[config.mk]
export PLATFORM = sky130hd
export DESIGN_NAME = request_payload_field_parser
export DESIGN_NICKNAME = d
export VERILOG_FILES = /design/src/sv/rpfp_pkg.sv /design/src/sv/request_payload_field_parser.sv /design/src/sv/rpfp_core.sv
export SDC_FILE = /design/constraint.sdc
export NUM_CORES = 1
export LEC_CHECK = 0
export ABC_CLOCK_PERIOD_IN_PS = 5050
export BUFFER_PORTS_ARGS = -buffer_cell sky130_fd_sc_hd__clkbuf_2
export CORE_AREA = 2 2 119 167
export DETAILED_ROUTE_END_ITERATION = 10
export DIE_AREA = 0 0 121 169
export PLACE_DENSITY_LB_ADDON = 0.05
export SETUP_SLACK_MARGIN = 0.3
export SLEW_MARGIN = 40
export SYNTH_ARGS = -nofsm -noshare
export SYNTH_HDL_FRONTEND = slang
export SYNTH_HIERARCHICAL = 1
export SYNTH_SLANG_ARGS = --single-unit
[constraint.sdc]
create_clock -name i_clk -period 5.05 [get_ports i_clk]
set_input_delay 1.01 -clock i_clk [delete_from_list [all_inputs] [get_ports i_clk]]
set_output_delay 1.01 -clock i_clk [all_outputs]
set_load 0.05 [all_outputs]
[src/sv/rpfp_pkg.sv]
package rpfp_pkg;

    localparam int MAX_PAYLOAD_BYTES = 65536;
    // position counter holds 0..MAX_PAYLOAD_BYTES inclusive
    localparam int POS_W = $clog2(MAX_PAYLOAD_BYTES + 1);
    localparam logic [POS_W-1:0] POS_MAX = POS_W'(MAX_PAYLOAD_BYTES);

    localparam logic [7:0] INT_TAG = 8'ha0;

    // request opcodes
    localparam logic [7:0] OPC_1  = 8'd1;
    localparam logic [7:0] OPC_2  = 8'd2;
    localparam logic [7:0] OPC_3  = 8'd3;
    localparam logic [7:0] OPC_4  = 8'd4;
    localparam logic [7:0] OPC_5  = 8'd5;
    localparam logic [7:0] OPC_6  = 8'd6;
    localparam logic [7:0] OPC_7  = 8'd7;
    localparam logic [7:0] OPC_8  = 8'd8;
    localparam logic [7:0] OPC_9  = 8'd9;
    localparam logic [7:0] OPC_10 = 8'd10;
    localparam logic [7:0] OPC_21 = 8'd21;
    localparam logic [7:0] OPC_23 = 8'd23;

    typedef enum logic [2:0] {
        LAY_IMPO    = 3'd0,
        LAY_IP2OT   = 3'd1,
        LAY_IPO     = 3'd2,
        LAY_IRNYMPO = 3'd3,
        LAY_IR      = 3'd4,
        LAY_IOPTS   = 3'd5
    } t_layout;

    typedef enum logic [3:0] {
        SLOT_IDENT   = 4'd0,
        SLOT_PATH    = 4'd1,
        SLOT_PATH2   = 4'd2,
        SLOT_OPAQUE  = 4'd3,
        SLOT_OPAQUE2 = 4'd4,
        SLOT_AVOID   = 4'd5,
        SLOT_REQID   = 4'd6,
        SLOT_NOTIFY  = 4'd7,
        SLOT_PRTY    = 4'd8,
        SLOT_MODE    = 4'd9,
        SLOT_OPTS    = 4'd10
    } t_slot;

    typedef enum logic [2:0] {
        ST_OK         = 3'd0,
        ST_TRUNC      = 3'd1,
        ST_BAD_TAG    = 3'd2,
        ST_BAD_OPCODE = 3'd3,
        ST_TOO_LONG   = 3'd4
    } t_status;

    typedef struct packed {
        logic        record_kind;
        t_slot       slot;
        logic        present;
        logic [15:0] content_offset;
        logic [15:0] content_length;
        logic [31:0] int_value;
        t_status     status;
    } t_rec;

    function automatic logic op_known(input logic [7:0] op);
        logic known;
        unique case (op) inside
            OPC_1, OPC_2, OPC_3, OPC_4, OPC_5, OPC_6, OPC_7, OPC_8, OPC_9,
            OPC_10, OPC_21, OPC_23: known = 1'b1;
            default:                known = 1'b0;
        endcase
        return known;
    endfunction

    function automatic t_layout op_layout(input logic [7:0] op);
        t_layout lay;
        unique case (op) inside
            OPC_1, OPC_3, OPC_4, OPC_23: lay = LAY_IMPO;
            OPC_5:                       lay = LAY_IP2OT;
            OPC_8, OPC_9, OPC_21:        lay = LAY_IPO;
            OPC_6:                       lay = LAY_IRNYMPO;
            OPC_7:                       lay = LAY_IR;
            OPC_2, OPC_10:               lay = LAY_IOPTS;
            default:                     lay = LAY_IMPO;
        endcase
        return lay;
    endfunction

    function automatic logic [3:0] lay_len(input t_layout lay);
        logic [3:0] n;
        unique case (lay)
            LAY_IMPO:    n = 4'd4;
            LAY_IP2OT:   n = 4'd5;
            LAY_IPO:     n = 4'd3;
            LAY_IRNYMPO: n = 4'd7;
            LAY_IR:      n = 4'd2;
            LAY_IOPTS:   n = 4'd5;
            default:     n = 4'd4;
        endcase
        return n;
    endfunction

    // fields from this step on may be missing at end of message
    function automatic logic [3:0] lay_fence(input t_layout lay);
        logic [3:0] n;
        unique case (lay)
            LAY_IMPO:    n = 4'd3;
            LAY_IP2OT:   n = 4'd3;
            LAY_IPO:     n = 4'd2;
            LAY_IRNYMPO: n = 4'd6;
            LAY_IR:      n = 4'd2;
            LAY_IOPTS:   n = 4'd3;
            default:     n = 4'd3;
        endcase
        return n;
    endfunction

    function automatic t_slot lay_slot(input t_layout lay, input logic [2:0] step);
        t_slot s;
        s = SLOT_IDENT;
        unique case (lay)
            LAY_IMPO: begin
                case (step)
                    3'd1:    s = SLOT_MODE;
                    3'd2:    s = SLOT_PATH;
                    3'd3:    s = SLOT_OPAQUE;
                    default: s = SLOT_IDENT;
                endcase
            end
            LAY_IP2OT: begin
                case (step)
                    3'd1:    s = SLOT_PATH;
                    3'd2:    s = SLOT_PATH2;
                    3'd3:    s = SLOT_OPAQUE;
                    3'd4:    s = SLOT_OPAQUE2;
                    default: s = SLOT_IDENT;
                endcase
            end
            LAY_IPO: begin
                case (step)
                    3'd1:    s = SLOT_PATH;
                    3'd2:    s = SLOT_OPAQUE;
                    default: s = SLOT_IDENT;
                endcase
            end
            LAY_IRNYMPO: begin
                case (step)
                    3'd1:    s = SLOT_REQID;
                    3'd2:    s = SLOT_NOTIFY;
                    3'd3:    s = SLOT_PRTY;
                    3'd4:    s = SLOT_MODE;
                    3'd5:    s = SLOT_PATH;
                    3'd6:    s = SLOT_OPAQUE;
                    default: s = SLOT_IDENT;
                endcase
            end
            LAY_IR: begin
                case (step)
                    3'd1:    s = SLOT_REQID;
                    default: s = SLOT_IDENT;
                endcase
            end
            LAY_IOPTS: begin
                case (step)
                    3'd1:    s = SLOT_OPTS;
                    3'd2:    s = SLOT_PATH;
                    3'd3:    s = SLOT_OPAQUE;
                    3'd4:    s = SLOT_AVOID;
                    default: s = SLOT_IDENT;
                endcase
            end
            default: s = SLOT_IDENT;
        endcase
        return s;
    endfunction

endpackage

[src/sv/request_payload_field_parser.sv]
// A result appears in the output register in the cycle after the word that
// finishes a field or ends the message is accepted.
// Throughput: one word per cycle; input stays ready while the output register is
// empty or being drained, so a stalled result holds only the words behind it.
// Reset (i_rst_n low, synchronous) closes any open message and empties the output.
module request_payload_field_parser (
    input  logic        i_clk,
    input  logic        i_rst_n,
    input  logic        i_s_axis_tvalid,
    output logic        o_s_axis_tready,
    input  logic [15:0] i_s_axis_tdata,  // opcode[7:0], data_byte[15:8]
    input  logic        i_s_axis_tuser,  // kind[0]
    output logic        o_m_axis_tvalid,
    input  logic        i_m_axis_tready,
    output logic [71:0] o_m_axis_tdata,  // slot[3:0], present[4], content_offset[20:5],
                                         // content_length[36:21], int_value[68:37],
                                         // status[71:69]
    output logic        o_m_axis_tuser   // record_kind[0]
);

    logic           c_take;
    logic           c_rec_valid;
    rpfp_pkg::t_rec c_rec;
    logic           r_out_valid, n_out_valid;
    rpfp_pkg::t_rec r_out, n_out;

    assign o_s_axis_tready = !r_out_valid || i_m_axis_tready;
    assign c_take          = i_s_axis_tvalid && o_s_axis_tready;

    rpfp_core u_core (
        .i_clk       (i_clk),
        .i_rst_n     (i_rst_n),
        .i_take      (c_take),
        .i_kind      (i_s_axis_tuser),
        .i_opcode    (i_s_axis_tdata[7:0]),
        .i_data_byte (i_s_axis_tdata[15:8]),
        .o_rec_valid (c_rec_valid),
        .o_rec       (c_rec)
    );

    always_comb begin
        n_out_valid = r_out_valid && !i_m_axis_tready;
        n_out       = r_out;
        if (c_take && c_rec_valid) begin
            n_out_valid = 1'b1;
            n_out       = c_rec;
        end
    end

    always_ff @(posedge i_clk) begin
        if (!i_rst_n) begin
            r_out_valid <= 1'b0;
        end else begin
            r_out_valid <= n_out_valid;
        end
    end

    always_ff @(posedge i_clk) begin
        r_out <= n_out;
    end

    assign o_m_axis_tvalid = r_out_valid;
    assign o_m_axis_tuser  = r_out.record_kind;
    assign o_m_axis_tdata  = {r_out.status, r_out.int_value, r_out.content_length,
                              r_out.content_offset, r_out.present, r_out.slot};

    a_status_clean: assert property (@(posedge i_clk) disable iff (!i_rst_n)
        (o_m_axis_tvalid && o_m_axis_tuser) |->
        (o_m_axis_tdata[68:0] == 69'd0))
        else $error("status word carries field data");

    a_field_status_ok: assert property (@(posedge i_clk) disable iff (!i_rst_n)
        (o_m_axis_tvalid && !o_m_axis_tuser) |->
        (o_m_axis_tdata[71:69] == rpfp_pkg::ST_OK))
        else $error("field word carries nonzero status");

    a_opts_no_string: assert property (@(posedge i_clk) disable iff (!i_rst_n)
        (o_m_axis_tvalid && !o_m_axis_tuser &&
         o_m_axis_tdata[3:0] == rpfp_pkg::SLOT_OPTS) |->
        (o_m_axis_tdata[36:5] == 32'd0 && o_m_axis_tdata[4]))
        else $error("options word malformed");

endmodule

[src/sv/rpfp_core.sv]
module rpfp_core (
    input  logic               i_clk,
    input  logic               i_rst_n,
    input  logic               i_take,
    input  logic               i_kind,
    input  logic [7:0]         i_opcode,
    input  logic [7:0]         i_data_byte,
    output logic               o_rec_valid,
    output rpfp_pkg::t_rec     o_rec
);

    logic                        r_open, n_open;
    rpfp_pkg::t_layout           r_layout, n_layout;
    logic [3:0]                  r_step, n_step;
    logic [2:0]                  r_phase, n_phase;
    logic [7:0]                  r_len_high, n_len_high;
    logic [15:0]                 r_remain, n_remain;
    logic [15:0]                 r_start, n_start;
    logic [15:0]                 r_flen, n_flen;
    logic [31:0]                 r_acc, n_acc;
    logic [rpfp_pkg::POS_W-1:0]  r_pos, n_pos;
    rpfp_pkg::t_status           r_err, n_err;

    rpfp_pkg::t_layout           c_layout;
    rpfp_pkg::t_status           c_err;
    rpfp_pkg::t_slot             c_slot;
    logic [15:0]                 c_str_len;
    logic [15:0]                 c_remain_dec;
    logic [rpfp_pkg::POS_W+15:0] c_pos_inc;

    // first word of a message picks the layout from its opcode
    assign c_layout = r_open ? r_layout : rpfp_pkg::op_layout(i_opcode);
    assign c_err    = r_open ? r_err
                    : (rpfp_pkg::op_known(i_opcode) ? rpfp_pkg::ST_OK
                                                    : rpfp_pkg::ST_BAD_OPCODE);
    assign c_slot       = rpfp_pkg::lay_slot(c_layout, r_step[2:0]);
    assign c_str_len    = {r_len_high, i_data_byte};
    assign c_remain_dec = (r_remain != 16'd0) ? (r_remain - 16'd1) : r_remain;
    assign c_pos_inc    = {16'd0, r_pos} + (rpfp_pkg::POS_W + 16)'(1);

    always_comb begin
        n_open     = 1'b1;
        n_layout   = c_layout;
        n_err      = c_err;
        n_step     = r_step;
        n_phase    = r_phase;
        n_len_high = r_len_high;
        n_remain   = r_remain;
        n_start    = r_start;
        n_flen     = r_flen;
        n_acc      = r_acc;
        n_pos      = r_pos;
        o_rec_valid = 1'b0;
        o_rec       = '0;
        o_rec.slot  = c_slot;

        if (!i_kind) begin
            if (c_err != rpfp_pkg::ST_OK) begin
                // bytes dropped after an error
            end else if (r_pos >= rpfp_pkg::POS_MAX) begin
                n_err = rpfp_pkg::ST_TOO_LONG;
            end else begin
                n_pos = c_pos_inc[rpfp_pkg::POS_W-1:0];
                if (r_step < rpfp_pkg::lay_len(c_layout)) begin
                    if (c_slot == rpfp_pkg::SLOT_OPTS) begin
                        if (r_phase == 3'd0) begin
                            if (i_data_byte != rpfp_pkg::INT_TAG) begin
                                n_err = rpfp_pkg::ST_BAD_TAG;
                            end else begin
                                n_acc   = '0;
                                n_phase = 3'd1;
                            end
                        end else begin
                            n_acc = {r_acc[23:0], i_data_byte};
                            if (r_phase >= 3'd4) begin
                                o_rec_valid     = 1'b1;
                                o_rec.present   = 1'b1;
                                o_rec.int_value = n_acc;
                                n_step          = r_step + 4'd1;
                                n_phase         = 3'd0;
                            end else begin
                                n_phase = r_phase + 3'd1;
                            end
                        end
                    end else if (r_phase == 3'd0) begin
                        n_len_high = i_data_byte;
                        n_phase    = 3'd1;
                    end else if (r_phase == 3'd1) begin
                        if (c_str_len == 16'd0) begin
                            // absent field
                            o_rec_valid = 1'b1;
                            n_step      = r_step + 4'd1;
                            n_phase     = 3'd0;
                        end else begin
                            n_start  = c_pos_inc[15:0];
                            n_flen   = c_str_len - 16'd1;
                            n_remain = c_str_len;
                            n_phase  = 3'd2;
                        end
                    end else begin
                        n_remain = c_remain_dec;
                        if (c_remain_dec == 16'd0) begin
                            o_rec_valid          = 1'b1;
                            o_rec.present        = 1'b1;
                            o_rec.content_offset = r_start;
                            o_rec.content_length = r_flen;
                            n_step               = r_step + 4'd1;
                            n_phase              = 3'd0;
                        end
                    end
                end
            end
        end else begin
            o_rec_valid       = 1'b1;
            o_rec.record_kind = 1'b1;
            o_rec.slot        = rpfp_pkg::SLOT_IDENT;
            if (c_err != rpfp_pkg::ST_OK) begin
                o_rec.status = c_err;
            end else if (r_step >= rpfp_pkg::lay_len(c_layout)) begin
                o_rec.status = rpfp_pkg::ST_OK;
            end else if (r_phase == 3'd0 && r_step >= rpfp_pkg::lay_fence(c_layout)) begin
                o_rec.status = rpfp_pkg::ST_OK;
            end else begin
                o_rec.status = rpfp_pkg::ST_TRUNC;
            end
            // message closed: back to the reset state
            n_open     = 1'b0;
            n_layout   = rpfp_pkg::LAY_IMPO;
            n_err      = rpfp_pkg::ST_OK;
            n_step     = '0;
            n_phase    = '0;
            n_len_high = '0;
            n_remain   = '0;
            n_start    = '0;
            n_flen     = '0;
            n_acc      = '0;
            n_pos      = '0;
        end
    end

    always_ff @(posedge i_clk) begin
        if (!i_rst_n) begin
            r_open     <= 1'b0;
            r_layout   <= rpfp_pkg::LAY_IMPO;
            r_err      <= rpfp_pkg::ST_OK;
            r_step     <= '0;
            r_phase    <= '0;
            r_len_high <= '0;
            r_remain   <= '0;
            r_start    <= '0;
            r_flen     <= '0;
            r_acc      <= '0;
            r_pos      <= '0;
        end else if (i_take) begin
            r_open     <= n_open;
            r_layout   <= n_layout;
            r_err      <= n_err;
            r_step     <= n_step;
            r_phase    <= n_phase;
            r_len_high <= n_len_high;
            r_remain   <= n_remain;
            r_start    <= n_start;
            r_flen     <= n_flen;
            r_acc      <= n_acc;
            r_pos      <= n_pos;
        end
    end

    a_end_closes: assert property (@(posedge i_clk) disable iff (!i_rst_n)
        (i_take && i_kind) |=> (!r_open && r_pos == '0 && r_step == 4'd0))
        else $error("message state not cleared after end word");

    a_pos_bound: assert property (@(posedge i_clk) disable iff (!i_rst_n)
        r_pos <= rpfp_pkg::POS_MAX)
        else $error("byte position past saturation limit");

    a_phase_bound: assert property (@(posedge i_clk) disable iff (!i_rst_n)
        r_phase <= 3'd4 && (r_phase != 3'd0 || r_remain == 16'd0 || !r_open ||
        r_step != 4'd0 || r_err != rpfp_pkg::ST_OK || 1'b1))
        else $error("field phase out of range");

endmodule
==> flow_metrics.env <==
export IMPL_synthAdderAreaFrac_pct=2.42
export IMPL_hp_start="u_core/r_acc[20]"
export IMPL_slew_viol_final=0
export IMPL_syn_instance_count=982
export IMPL_nets=1098
export IMPL_cp_end_kind="flop"
export IMPL_muxShareOfSynthArea_pct=7.27
export IMPL_synth_compound_area_share_pct=13.0
export IMPL_combPwrFrac_pct=15.0
export IMPL_syn_avg_cell_area_um2=9.47
export IMPL_intPower_mw=2.46
export IMPL_drc_errors=0
export IMPL_dr_max_layer_used="met4"
export IMPL_gp_congestion=0.899
export IMPL_power_density_nw_per_um2=324
export IMPL_netlist_area_leader_share_pct=24.1
export IMPL_clock_sinks=185
export IMPL_start_util_pct=48.9
export IMPL_grt_ovfl_total=0
export IMPL_synth_top_area_cell="dfxtp_1"
export IMPL_hp_class="flop to flop"
export IMPL_slew_headroom_pct=45.4
export IMPL_synthTopCellsByArea="dfxtp_1, edfxtp_1, mux2i_1, nor2_1, and2_1"
export IMPL_detail_route_wl_per_cell_um=16.7
export IMPL_dieArea_um2=20400
export IMPL_critical_path_slowest_cell="or3b_1"
export IMPL_synth_cell_types=80
export IMPL_cts_root_buffer="clkbuf_16"
export IMPL_p_leak_nw=4.11
export IMPL_hold_viol=0
export IMPL_grt_max_degree=50
export IMPL_ys_ff_latch=185
export IMPL_fin_tns_setup_ns=0
export IMPL_clock_fmax_ghz=0.238
export IMPL_outcome="complete, no violations"
export IMPL_rsz0062_at_grt="no"
export IMPL_path_max_fanout=24
export IMPL_layout_commonest_cell="nor2_1"
export IMPL_ant_nets=0
export IMPL_drtIter0Drc=554
export IMPL_grtUsageTotal_pct=22.1
export IMPL_place_area_um2=10100
export IMPL_worstPathArrival_ns=4.28
export IMPL_final_area_um2=10700
export IMPL_ir_drop_v=0.000199
export IMPL_yosysSeqAreaShare_pct=47.7
export IMPL_worst_pin_slew_ns=0.817
export IMPL_wl_met2_mm=10.6
export IMPL_crit_path_start="i_s_axis_tdata[1]"
export IMPL_power_switching_mw=1.00
export IMPL_crit_required_ns=5.14
export IMPL_clkTransAtPathRegs_ns=0.07
export IMPL_viasPerCell=5.54
export IMPL_synth_edf_count=73
export IMPL_p_sw_share_pct=28.9
export IMPL_period_share_pct=83.1
export IMPL_crit_type="input pin to flop"
export IMPL_firstDrtPassIters=8
export IMPL_die_w_um=121
export IMPL_grt_pass1_wl_mm=36.2
export IMPL_dp_hpwl_mm=15.2
export IMPL_cts_tree="yes"
export IMPL_clock_latency_ns=0.43
export IMPL_seq_area_um2=4430
export IMPL_critPathMaxStageDelay_ns=0.37
export IMPL_wirelength_met1_mm=10.1
export IMPL_cts_buffers=17
export IMPL_crit_chain="clkbuf_2 > or3b_1 > a211oi_2 > o21ai_2 > nand2_1 > a2bb2oi_1 > nor4bb_1 > buf_4 > nand2_4 > o2bb2ai_2 > o31ai_1 > nand2_1 > nor2b_4 > buf_4"
export IMPL_fillers=1736
export IMPL_finish_utilization_pct=56.2
export IMPL_fin_crit_ns=4.19
export IMPL_clockBufferDepth=2
export IMPL_cts_htree_levels=4
export IMPL_setup_viol=0
export IMPL_route_met3_wl_um=746
export IMPL_die_y_um=169
export IMPL_vias=7307
export IMPL_synth_top_family_by_area="simple AND/OR/NAND/NOR gates"
export IMPL_placed_cells=1288
export IMPL_rows=60
export IMPL_netlist_area_um2=9300
export IMPL_antenna_cells=0
export IMPL_areaGrowthSynthToFinish_pct=14.8
export IMPL_yosys_area_share_simple_pct=22.9
export IMPL_multi_input_area_um2=4560
export IMPL_yosysWarnings=6
export IMPL_synthFlopType="dfxtp_1"
export IMPL_postCtsHoldBufs=0
export IMPL_io_pins=96
export IMPL_p_clk_share_pct=38.7
export IMPL_cts_repair_resize_count=0
export IMPL_postCtsSetupBuffers=0
export IMPL_worstSetupStartpointType="input pin"
export IMPL_grt_pass1_vias=7063
export IMPL_maxCapViolCount=0
export IMPL_wl_mm=22.0
export IMPL_synth_xor_area_share_pct=2.83
export IMPL_coreArea_um2=19000
export IMPL_drive_gt1_share_pct=16.8
export IMPL_p_seq_share_pct=46.4
export IMPL_antenna_found_initial=0
export IMPL_layout_common_cells="nor2_1, dfxtp_1, clkbuf_2"
export IMPL_syn_nets=1021
export IMPL_portBuffers=95
export IMPL_r2r_start="u_core/r_remain[0]"
export IMPL_layout_cells_non_filler=1320
export IMPL_whs_ns=0.447
export IMPL_async_reset_ff_share_pct=0
export IMPL_skew_ns=0.0145
[area by class of cell]
class                      instances  area share, %
sequential                       185           41.5
tap                              248           2.91
clock inverter                    14           1.44
clock buffer                      18           4.11
multi-input combinational        713           42.8
inverter                          25          0.879
timing repair buffer             117           6.35
[registers in the layout, summed over array words and instances, names as in the netlist]
register           count
o_m_axis_tvalid        1
u_core/r_len_high      8
u_core/r_phase         3
u_core/r_err           3
u_core/r_acc          24
u_core/r_pos          17
u_core/r_flen         16
u_core/r_remain       16
u_core/r_step          4
o_m_axis_tuser         1
o_m_axis_tdata        72
u_core/r_open          1
u_core/r_layout        3
u_core/r_start        16
[power groups by stage]
| stage | logic, mW | clock network (mW) | registers (mW) |
|---|---|---|---|
| after global routing | 0.563 | 1.43 | 1.61 |
| after CTS | 0.516 | 1.38 | 1.60 |
| after floorplan | 0.304 | 0 | 1.71 |
| after detailed placement | 0.513 | 0 | 1.64 |
| final | 0.518 | 1.34 | 1.60 |
| after global placement | 0.516 | 0 | 1.64 |
[stage by stage]
| stage | power [mW] | setup WS [ns] |
|---|---|---|
| final | 3.46 | 0.855 |
| after global routing | 3.60 | 0.462 |
| after CTS | 3.50 | 0.879 |
| after detailed placement | 2.15 | 0.453 |
| after global placement | 2.15 | 0.418 |
| after floorplan | 2.01 | 0.230 |
[layer usage]
layer | vias to the layer above | GRT usage, %
met5 | - | 0
met2 | 167 | 36.7
met4 | 0 | 7.94
li1 | 3643 | -
met1 | 3461 | 29.0
met3 | 36 | 3.74
[worst max-delay path: cells and delay by family]
kind            cells  cell delay [ns]
simple gates        6             1.38
compound gates      5             1.11
buf+inv             3             0.76
[final timing paths]
kind / end / cells past startpoint / slack [ns]
worst min-delay path: u_core/r_acc[20] / 2 / 0.45
worst min register to register: u_core/r_acc[20] / 2 / 0.45
worst max-delay path: o_m_axis_tdata[18] / 14 / 0.86
worst max register to register: o_m_axis_tdata[18] / 13 / 1.17
[cell families (layout without fill, tap and decap cells)]
group / after synthesis / after routing
AND/OR/NAND/NOR: 430 / 430
flip-flops: 185 / 185
AO/OA/AOI/OAI: 168 / 168
buffers and inverters: 84 / 174
multiplexers: 67 / 67
XOR/XNOR: 30 / 30
adder cells (fa/ha/maj): 18 / 18
[cell usage after synthesis, types with 4 or more instances]
cell type and number:
o21a_1 13, nand4_1 6, or3_1 14, nand2_1 91, nand3_1 40, inv_1 25
and3_1 10, buf_2 6, xor2_1 10, edfxtp_1 73, a21oi_1 37, dfxtp_1 112
buf_6 4, o21ai_1 19, clkbuf_1 44, nor4_1 10, nor2b_1 8, o31ai_1 5
xnor2_1 20, a311oi_1 7, and2_1 68, a31oi_1 4, mux2i_1 63, nor3_1 14
o21ai_0 18, ha_1 18, o211ai_1 16, nand2b_1 9, nor2_1 134
Power figures use the tool's default switching activity.
